`src/design/swdh_pkg.sv`:
```
// package for the swd host transfer engine: codes, state and result types
`timescale 1ns / 1ps
`default_nettype none

package swdh_pkg;

    // idle clocks after a transfer and after each line reset of the connect sequence
    localparam int IDLE_CLOCKS = 8;
    // ones in one line reset
    localparam int RESET_ONES  = 64;
    // bits in the request header, the ack, the data word, the select word
    localparam int REQ_BITS    = 8;
    localparam int ACK_BITS    = 3;
    localparam int DATA_BITS   = 32;
    localparam int SEL_BITS    = 16;

    // bit counter must hold the longest phase length itself
    localparam int LONGEST = (RESET_ONES > IDLE_CLOCKS) ? RESET_ONES : IDLE_CLOCKS;
    localparam int CNT_W   = $clog2(LONGEST + 1);

    localparam logic [SEL_BITS-1:0] SEL_WORD = 16'hE79E;
    localparam logic [7:0] REQ_FIXED = 8'h81;

    // item kinds
    localparam logic [1:0] KIND_TICK    = 2'd0;
    localparam logic [1:0] KIND_XFER    = 2'd1;
    localparam logic [1:0] KIND_CONNECT = 2'd2;

    // ack codes
    localparam logic [2:0] ACK_OK    = 3'd1;
    localparam logic [2:0] ACK_STALL = 3'd2;

    // completion status codes
    localparam logic [1:0] ST_OK       = 2'd0;
    localparam logic [1:0] ST_FAULT    = 2'd1;
    localparam logic [1:0] ST_PARITY   = 2'd2;
    localparam logic [1:0] ST_WAIT_OUT = 2'd3;

    typedef enum logic [3:0] {
        PH_IDLE    = 4'd0,
        PH_REQ     = 4'd1,
        PH_TRN_IN  = 4'd2,
        PH_ACK     = 4'd3,
        PH_TRN_OUT = 4'd4,
        PH_RDATA   = 4'd5,
        PH_RPAR    = 4'd6,
        PH_WDATA   = 4'd7,
        PH_WPAR    = 4'd8,
        PH_IDLECLK = 4'd9,
        PH_RST1    = 4'd10,
        PH_IDLE1   = 4'd11,
        PH_SEL     = 4'd12,
        PH_RST2    = 4'd13,
        PH_IDLE2   = 4'd14
    } t_phase;

    typedef struct packed {
        t_phase                phase;
        logic [CNT_W-1:0]      bit_cnt;
        logic [7:0]            req_byte;
        logic [DATA_BITS-1:0]  wr_word;
        logic [DATA_BITS-1:0]  rd_shift;
        logic [ACK_BITS-1:0]   ack;
        logic [7:0]            attempts;
        logic                  is_read;
        logic [1:0]            pend_status;
    } t_state;

    // result of one transaction, packed lowest field last
    typedef struct packed {
        logic [DATA_BITS-1:0] rd_data;
        logic [1:0]           status;
        logic                 done;
        logic                 busy;
        logic                 line_enable;
        logic                 line_drive;
        logic                 clock_pulse;
    } t_result;

    localparam int RES_W = $bits(t_result);

endpackage

`default_nettype wire

```
`src/design/swdh_step.sv`:
```
// next-state and result logic for one input transaction of the swd engine
`timescale 1ns / 1ps
`default_nettype none

module swdh_step (
    input  var swdh_pkg::t_state         i_cur,
    input  wire [7:0]                    i_retry_limit,
    input  wire [1:0]                    i_kind,
    input  wire                          i_ap_access,
    input  wire                          i_read_access,
    input  wire [1:0]                    i_reg_select,
    input  wire [swdh_pkg::DATA_BITS-1:0] i_wr_data,
    input  wire                          i_line_sample,
    output swdh_pkg::t_state             o_next,
    output swdh_pkg::t_result            o_res
);

    logic [swdh_pkg::CNT_W-1:0] cnt_inc;
    logic [7:0]                 req_new;
    logic                       req_par;
    logic [7:0]                 lim;
    logic [8:0]                 att_inc;
    logic                       done;

    // header byte: start, APnDP, RnW, A2, A3, parity, stop, park
    assign req_par = i_ap_access ^ i_read_access ^ i_reg_select[0] ^ i_reg_select[1];
    assign req_new = swdh_pkg::REQ_FIXED
                   | {2'b00, req_par, i_reg_select[1], i_reg_select[0],
                      i_read_access, i_ap_access, 1'b0};
    assign cnt_inc = i_cur.bit_cnt + 1'b1;
    // a zero limit still allows one attempt
    assign lim     = (i_retry_limit == 8'd0) ? 8'd1 : i_retry_limit;
    assign att_inc = {1'b0, i_cur.attempts} + 9'd1;

    always_comb begin
        o_next = i_cur;
        o_res  = '0;
        done   = 1'b0;

        if (i_cur.phase == swdh_pkg::PH_IDLE && i_kind == swdh_pkg::KIND_XFER) begin
            // load a new access
            o_next.req_byte    = req_new;
            o_next.wr_word     = i_wr_data;
            o_next.rd_shift    = '0;
            o_next.is_read     = i_read_access;
            o_next.attempts    = '0;
            o_next.phase       = swdh_pkg::PH_REQ;
            o_next.bit_cnt     = '0;
            o_next.ack         = '0;
            o_next.pend_status = swdh_pkg::ST_OK;
        end else if (i_cur.phase == swdh_pkg::PH_IDLE
                     && i_kind == swdh_pkg::KIND_CONNECT) begin
            // connect sequence starts with a line reset
            o_next.is_read     = 1'b0;
            o_next.pend_status = swdh_pkg::ST_OK;
            o_next.bit_cnt     = '0;
            o_next.phase       = swdh_pkg::PH_RST1;
        end else if (i_kind == swdh_pkg::KIND_TICK && i_cur.phase != swdh_pkg::PH_IDLE) begin
            o_res.clock_pulse = 1'b1;
            case (i_cur.phase)
                swdh_pkg::PH_REQ: begin
                    o_res.line_enable = 1'b1;
                    o_res.line_drive  = i_cur.req_byte[i_cur.bit_cnt[2:0]];
                    o_next.bit_cnt    = cnt_inc;
                    if (cnt_inc >= swdh_pkg::CNT_W'(swdh_pkg::REQ_BITS)) begin
                        o_next.bit_cnt = '0;
                        o_next.phase   = swdh_pkg::PH_TRN_IN;
                    end
                end
                swdh_pkg::PH_TRN_IN: begin
                    o_next.bit_cnt = '0;
                    o_next.phase   = swdh_pkg::PH_ACK;
                end
                swdh_pkg::PH_ACK: begin
                    o_next.ack[i_cur.bit_cnt[1:0]] =
                        i_cur.ack[i_cur.bit_cnt[1:0]] | i_line_sample;
                    o_next.bit_cnt = cnt_inc;
                    if (cnt_inc >= swdh_pkg::CNT_W'(swdh_pkg::ACK_BITS)) begin
                        o_next.bit_cnt = '0;
                        if (o_next.ack == swdh_pkg::ACK_OK) begin
                            o_next.phase = i_cur.is_read ? swdh_pkg::PH_RDATA
                                                         : swdh_pkg::PH_TRN_OUT;
                        end else begin
                            if (o_next.ack != swdh_pkg::ACK_STALL) begin
                                o_next.pend_status = swdh_pkg::ST_FAULT;
                            end
                            o_next.phase = swdh_pkg::PH_TRN_OUT;
                        end
                    end
                end
                swdh_pkg::PH_TRN_OUT: begin
                    o_next.bit_cnt = '0;
                    o_next.phase   = (i_cur.ack == swdh_pkg::ACK_OK && !i_cur.is_read)
                                   ? swdh_pkg::PH_WDATA : swdh_pkg::PH_IDLECLK;
                end
                swdh_pkg::PH_RDATA: begin
                    o_next.rd_shift[i_cur.bit_cnt[4:0]] =
                        i_cur.rd_shift[i_cur.bit_cnt[4:0]] | i_line_sample;
                    o_next.bit_cnt = cnt_inc;
                    if (cnt_inc >= swdh_pkg::CNT_W'(swdh_pkg::DATA_BITS)) begin
                        o_next.bit_cnt = '0;
                        o_next.phase   = swdh_pkg::PH_RPAR;
                    end
                end
                swdh_pkg::PH_RPAR: begin
                    if (i_line_sample != ^i_cur.rd_shift) begin
                        o_next.pend_status = swdh_pkg::ST_PARITY;
                    end
                    o_next.bit_cnt = '0;
                    o_next.phase   = swdh_pkg::PH_TRN_OUT;
                end
                swdh_pkg::PH_WDATA: begin
                    o_res.line_enable = 1'b1;
                    o_res.line_drive  = i_cur.wr_word[i_cur.bit_cnt[4:0]];
                    o_next.bit_cnt    = cnt_inc;
                    if (cnt_inc >= swdh_pkg::CNT_W'(swdh_pkg::DATA_BITS)) begin
                        o_next.bit_cnt = '0;
                        o_next.phase   = swdh_pkg::PH_WPAR;
                    end
                end
                swdh_pkg::PH_WPAR: begin
                    o_res.line_enable = 1'b1;
                    o_res.line_drive  = ^i_cur.wr_word;
                    o_next.bit_cnt    = '0;
                    o_next.phase      = swdh_pkg::PH_IDLECLK;
                end
                swdh_pkg::PH_IDLECLK: begin
                    o_res.line_enable = 1'b1;
                    o_next.bit_cnt    = cnt_inc;
                    if (cnt_inc >= swdh_pkg::CNT_W'(swdh_pkg::IDLE_CLOCKS)) begin
                        o_next.bit_cnt = '0;
                        if (i_cur.ack == swdh_pkg::ACK_STALL) begin
                            // retry unless the attempt budget is used up
                            o_next.attempts = att_inc[7:0];
                            if (att_inc >= {1'b0, lim}) begin
                                o_next.pend_status = swdh_pkg::ST_WAIT_OUT;
                                done = 1'b1;
                            end else begin
                                o_next.phase       = swdh_pkg::PH_REQ;
                                o_next.ack         = '0;
                                o_next.pend_status = swdh_pkg::ST_OK;
                            end
                        end else begin
                            done = 1'b1;
                        end
                    end
                end
                swdh_pkg::PH_RST1, swdh_pkg::PH_RST2: begin
                    o_res.line_enable = 1'b1;
                    o_res.line_drive  = 1'b1;
                    o_next.bit_cnt    = cnt_inc;
                    if (cnt_inc >= swdh_pkg::CNT_W'(swdh_pkg::RESET_ONES)) begin
                        o_next.bit_cnt = '0;
                        o_next.phase   = (i_cur.phase == swdh_pkg::PH_RST1)
                                       ? swdh_pkg::PH_IDLE1 : swdh_pkg::PH_IDLE2;
                    end
                end
                swdh_pkg::PH_IDLE1: begin
                    o_res.line_enable = 1'b1;
                    o_next.bit_cnt    = cnt_inc;
                    if (cnt_inc >= swdh_pkg::CNT_W'(swdh_pkg::IDLE_CLOCKS)) begin
                        o_next.bit_cnt = '0;
                        o_next.phase   = swdh_pkg::PH_SEL;
                    end
                end
                swdh_pkg::PH_SEL: begin
                    o_res.line_enable = 1'b1;
                    o_res.line_drive  = swdh_pkg::SEL_WORD[i_cur.bit_cnt[3:0]];
                    o_next.bit_cnt    = cnt_inc;
                    if (cnt_inc >= swdh_pkg::CNT_W'(swdh_pkg::SEL_BITS)) begin
                        o_next.bit_cnt = '0;
                        o_next.phase   = swdh_pkg::PH_RST2;
                    end
                end
                default: begin
                    // final idle clocks of the connect sequence; any other phase finishes at once
                    o_res.line_enable = 1'b1;
                    o_next.bit_cnt    = cnt_inc;
                    if (i_cur.phase != swdh_pkg::PH_IDLE2
                        || cnt_inc >= swdh_pkg::CNT_W'(swdh_pkg::IDLE_CLOCKS)) begin
                        o_next.bit_cnt     = '0;
                        o_next.pend_status = swdh_pkg::ST_OK;
                        o_next.is_read     = 1'b0;
                        done               = 1'b1;
                    end
                end
            endcase

            // finish: report status and read data
            if (done) begin
                o_next.phase = swdh_pkg::PH_IDLE;
                o_res.done   = 1'b1;
                o_res.status = o_next.pend_status;
                if (o_next.is_read && o_next.pend_status == swdh_pkg::ST_OK) begin
                    o_res.rd_data = o_next.rd_shift;
                end
            end
        end

        o_res.busy = (o_next.phase != swdh_pkg::PH_IDLE);
    end

endmodule

`default_nettype wire

```
`src/design/swd_host_transfer_engine.sv`:
```
// top level of the swd host transfer engine: handshake, state and result registers
// a result is registered and appears in the cycle after its input transaction is accepted
// throughput: one transaction per cycle while the result side does not stall; one accepted tick is one swd bit period
// the input is ready whenever the result register is empty or being drained
// reset (synchronous, active low): phase idle, all state zero, retry limit 32,
// no result pending
`timescale 1ns / 1ps
`default_nettype none

module swd_host_transfer_engine (
    input  wire        i_clk,
    input  wire        i_rst_n,
    // retry limit register write
    input  wire        i_cfg_we,
    input  wire [7:0]  i_cfg_wdata,
    // input items
    input  wire        s_axis_tvalid,
    output logic       s_axis_tready,
    // [0] ap_access, [1] read_access, [3:2] reg_select, [35:4] wr_data,
    // [36] line_sample, [39:37] zero
    input  wire [39:0] s_axis_tdata,
    // [1:0] kind
    input  wire [1:0]  s_axis_tuser,
    // result items
    output logic       m_axis_tvalid,
    input  wire        m_axis_tready,
    // [0] clock_pulse, [1] line_drive, [2] line_enable, [3] busy_res,
    // [4] done_res, [6:5] status, [38:7] rd_data, [39] zero
    output logic [39:0] m_axis_tdata
);

    swdh_pkg::t_state  r_state;
    swdh_pkg::t_state  n_state;
    swdh_pkg::t_result step_res;
    swdh_pkg::t_result r_res;
    logic              r_out_valid;
    logic [7:0]        r_retry_limit;
    logic              in_take;

    // accept while the result register is free or being emptied
    assign s_axis_tready = !r_out_valid || m_axis_tready;
    assign in_take       = s_axis_tvalid && s_axis_tready;

    // combinational work for one transaction
    swdh_step u_step (
        .i_cur         (r_state),
        .i_retry_limit (r_retry_limit),
        .i_kind        (s_axis_tuser),
        .i_ap_access   (s_axis_tdata[0]),
        .i_read_access (s_axis_tdata[1]),
        .i_reg_select  (s_axis_tdata[3:2]),
        .i_wr_data     (s_axis_tdata[35:4]),
        .i_line_sample (s_axis_tdata[36]),
        .o_next        (n_state),
        .o_res         (step_res)
    );

    // configuration register
    always_ff @(posedge i_clk) begin
        if (!i_rst_n) begin
            r_retry_limit <= 8'd32;
        end else if (i_cfg_we) begin
            r_retry_limit <= i_cfg_wdata;
        end
    end

    // engine state
    always_ff @(posedge i_clk) begin
        if (!i_rst_n) begin
            r_state       <= '0;
            r_state.phase <= swdh_pkg::PH_IDLE;
        end else if (in_take) begin
            r_state <= n_state;
        end
    end

    // result register valid
    always_ff @(posedge i_clk) begin
        if (!i_rst_n) begin
            r_out_valid <= 1'b0;
        end else if (in_take) begin
            r_out_valid <= 1'b1;
        end else if (m_axis_tready) begin
            r_out_valid <= 1'b0;
        end
    end

    // result payload
    always_ff @(posedge i_clk) begin
        if (in_take) begin
            r_res <= step_res;
        end
    end

    assign m_axis_tvalid = r_out_valid;
    assign m_axis_tdata  = {{(40 - swdh_pkg::RES_W){1'b0}}, r_res};

endmodule

`default_nettype wire
```
`config.mk`:
```
export PLATFORM = sky130hd
export DESIGN_NAME = swd_host_transfer_engine
export DESIGN_NICKNAME = d
export VERILOG_FILES = /design/src/design/swdh_pkg.sv /design/src/design/swdh_step.sv /design/src/design/swd_host_transfer_engine.sv
export SDC_FILE = /design/constraint.sdc
export NUM_CORES = 1
export LEC_CHECK = 0
export ABC_CLOCK_PERIOD_IN_PS = 4500
export CAP_MARGIN = 20
export CORE_ASPECT_RATIO = 1.25
export CORE_MARGIN = 10
export CORE_UTILIZATION = 61
export CTS_CLUSTER_SIZE = 25
export DETAILED_ROUTE_END_ITERATION = 12
export DONT_BUFFER_PORTS = 1
export PLACE_DENSITY = 0.87
export SETUP_SLACK_MARGIN = 0.4
export SKIP_CTS_REPAIR_TIMING = 1
export SLEW_MARGIN = 20
export SYNTH_ARGS = -nofsm -noshare
export SYNTH_HDL_FRONTEND = slang
export SYNTH_SLANG_ARGS = --single-unit
```
`constraint.sdc`:
```
create_clock -name i_clk -period 4.5 [get_ports i_clk]
set_clock_uncertainty 0.1 [all_clocks]
set_input_delay 0.675 -clock i_clk [delete_from_list [all_inputs] [get_ports i_clk]]
set_output_delay 0.675 -clock i_clk [all_outputs]
set_load 0.02 [all_outputs]
```
==> impl_metrics.json <==
{
  "placeableCoreArea_sq_um": 14000,
  "arrival_ps": 3950,
  "synthArstFlopShare": 0,
  "root_buffer": "clkbuf_16",
  "io_buffer_count": 0,
  "p_total_mw": 3.13,
  "viasPerCell": 6.52,
  "r2r-start": "r_state[3]",
  "fmax_mhz": 263,
  "place_ws_ps": 660,
  "min_period_ps": 3800,
  "wl_um": 23300,
  "worstMarginPinSlew_ps": 1080,
  "final-hold-violation-count": 0,
  "synthFlopType": "dfxtp_1",
  "area_growth_pct": 7.88,
  "power_density_nw_per_um2": 331,
  "hold_path.class": "in2reg",
  "crit_type": "reg2reg",
  "ys_seq_area_frac": 0.373,
  "row_count": 48,
  "synthCells": 986,
  "placed_area_sq_um": 8880,
  "seq_area_sq_um": 3270,
  "dp_hpwl_um": 16100,
  "wl_per_cell_um": 20.3,
  "cap_viol_max_count": 0,
  "drtIter0Drc": 936,
  "crit_fanout": 18,
  "fin_util": 0.677,
  "power_leakage_nw": 3.05,
  "synthesis.nets": 1057,
  "gr-total-overflow": 0,
  "slew_headroom": 0.283,
  "design_area_sq_um": 9470,
  "synth_area_per_cell_sq_um": 8.91,
  "die_h_um": 154,
  "grt_usage": 0.234,
  "ys_types": 73,
  "synthesis.area_sq_um": 8780,
  "hp-start": "i_rst_n",
  "num_vias": 7483,
  "cts_buffers": 17,
  "antenna_found_initial": 0,
  "multi_input_area_sq_um": 5120,
  "fin_nets": 1030,
  "start_util": 0.628,
  "tritoncts": "built",
  "drc": 0,
  "required_ps": 4650,
  "setup_tns_ps": 0,
  "peakVddDrop_mv": 0.245,
  "final_layout_size_suffix_gt1_frac": 0.130,
  "clkSinkCount": 144,
  "gp_congestion": 0.997,
  "reg2regPathDepth": 13,
  "r2r_slack_ps": 700,
  "holdPathEnd": "r_retry_limit[5]",
  "outcome": "completed",
  "worst_skew_pair.late_latency_ps": 430,
  "synth_seq_cells": 144,
  "rsz0062_at_grt": "no",
  "io_pins": 97,
  "grt_pass1_vias": 7280,
  "cts.clk_slew.worst_paths_ps": 60,
  "antenna_cells": 0,
  "chipWidth_um": 127,
  "drv_slew": 0,
  "fp.dieArea_sq_um": 19600,
  "timing.final.crit_share": 0.845,
  "crit_path_start_kind": "flop",
  "ant_nets": 0,
  "firstDrtPassIters": 5,
  "setup_violations": 0,
  "grt_pass1_wl_um": 37700,
  "fillers": 1067,
  "synth_edf_count": 39,
  "hold-path-cell-count": 1,
  "worst_slack_ps": 700,
  "htree_levels": 4,
  "ys_warn_count": 0,
  "cts_max_path_buffers": 2,
  "grt_max_degree": 55,
  "rr_endpoint": "m_axis_tdata[30]",
  "end_kind": "flop"
}
[cell usage in the layout (no fill, tap or decap), types with 23 or more instances in the layout]
master      n
a21oi_1    63
xnor2_1    64
nand2_1   124
nor4_2     30
edfxtp_1   39
mux2i_1    41
inv_1      23
dfxtp_1   105
a22oi_1    32
o21ai_0    52
nor2_1    113
buf_4      24
[logic make-up (layout without fill, tap and decap cells)]
logic type / after synthesis / in the layout / synth area share
adder cells (fa/ha/maj): 16 / 16 / 0.0228
AND/OR/NAND/NOR: 366 / 366 / 0.213
AO/OA/AOI/OAI: 221 / 221 / 0.163
XOR/XNOR: 79 / 79 / 0.0804
multiplexers: 63 / 63 / 0.0993
flip-flops: 144 / 144 / 0.373
buffers and inverters: 96 / 82 / 0.0482
other: 1 / 1 / 0.000427
[worst max path at each step]
stage	from	to	slack, ps	cells past startpoint
floorplan	m_axis_tready	r_state[14]	560	10
global placement	r_state[3]	m_axis_tdata[26]	860	13
CTS	r_state[3]	m_axis_tdata[30]	600	13
detailed placement	r_state[3]	m_axis_tdata[30]	660	13
finish	r_state[3]	m_axis_tdata[30]	700	13
global route	r_state[3]	m_axis_tdata[30]	450	13
[layout make-up]
cell class	instances	share of cell area
Tap cell	175	0.0231
Multi-Input combinational cell	746	0.540
Sequential cell	144	0.345
Inverter	25	0.00990
Clock buffer	23	0.0483
Timing Repair Buffer	25	0.0211
Clock inverter	9	0.0118
[critical path, cell delays in order, from the launching register on]
cell	delay [ps]
dfxtp_1	400
ha_1	240
nand3_1	140
nor2_1	230
xor2_1	230
ha_1	280
a21oi_1	170
o22ai_1	120
nor4_2	250
a31oi_2	230
o21a_1	210
a221o_4	470
buf_4	260
nor4_2	300
[synthesized netlist by cell type, types with 5 or more instances]
cell type  count  area [sq um]
and3_1         5          31.3
xnor2_1       64           561
ha_1          16           200
buf_2         14          70.1
nor3_1        15          75.1
o21a_1         6          45.0
mux2i_1       41           410
inv_1         24          90.1
nand3_1       19          95.1
mux4_2        19           428
a211oi_1       9          67.6
nor2b_1        6          37.5
nor4_2        29           363
a21oi_1       63           315
dfxtp_1      105          2100
o22ai_1        6          37.5
a22oi_1       32           240
and2_1        10          62.6
o211ai_1       8          60.1
nand2_1      124           465
clkbuf_1      46           173
edfxtp_1      39          1170
o21ai_0       52           260
nor4_1        10          62.6
xor2_1        14           123
nand2b_1       9          56.3
nor2_1       114           428
[registers in the layout (all words and copies together) (netlist names), named ones only]
signal	cells
m_axis_tdata	39
r_state	95
m_axis_tvalid	1
r_retry_limit	8
[metal layers]
layer	wire length, um	GRT usage	up-vias
li1	-	-	3480
met3	2080	0.0705	71
met2	11800	0.390	383
met5	0	0	-
met4	861	0.107	0
met1	8630	0.269	3549
[stage by stage]
stage	cells	hold slack, ps
after floorplan	986	333
final	1147	243
after global placement	1115	342
after CTS	1147	241
after global routing	1147	238
after detailed placement	1115	347
[where the power goes]
group / switching, mW / internal, mW / total [mW] / leakage, nW
sequential: 0.0491 / 1.37 / 1.42 / 1.24
clock: 0.554 / 0.833 / 1.39 / 0.280
combinational: 0.209 / 0.119 / 0.328 / 1.53
total: 0.812 / 2.32 / 3.13 / 3.05
No activity file was read; power rests on OpenSTA's default activity.
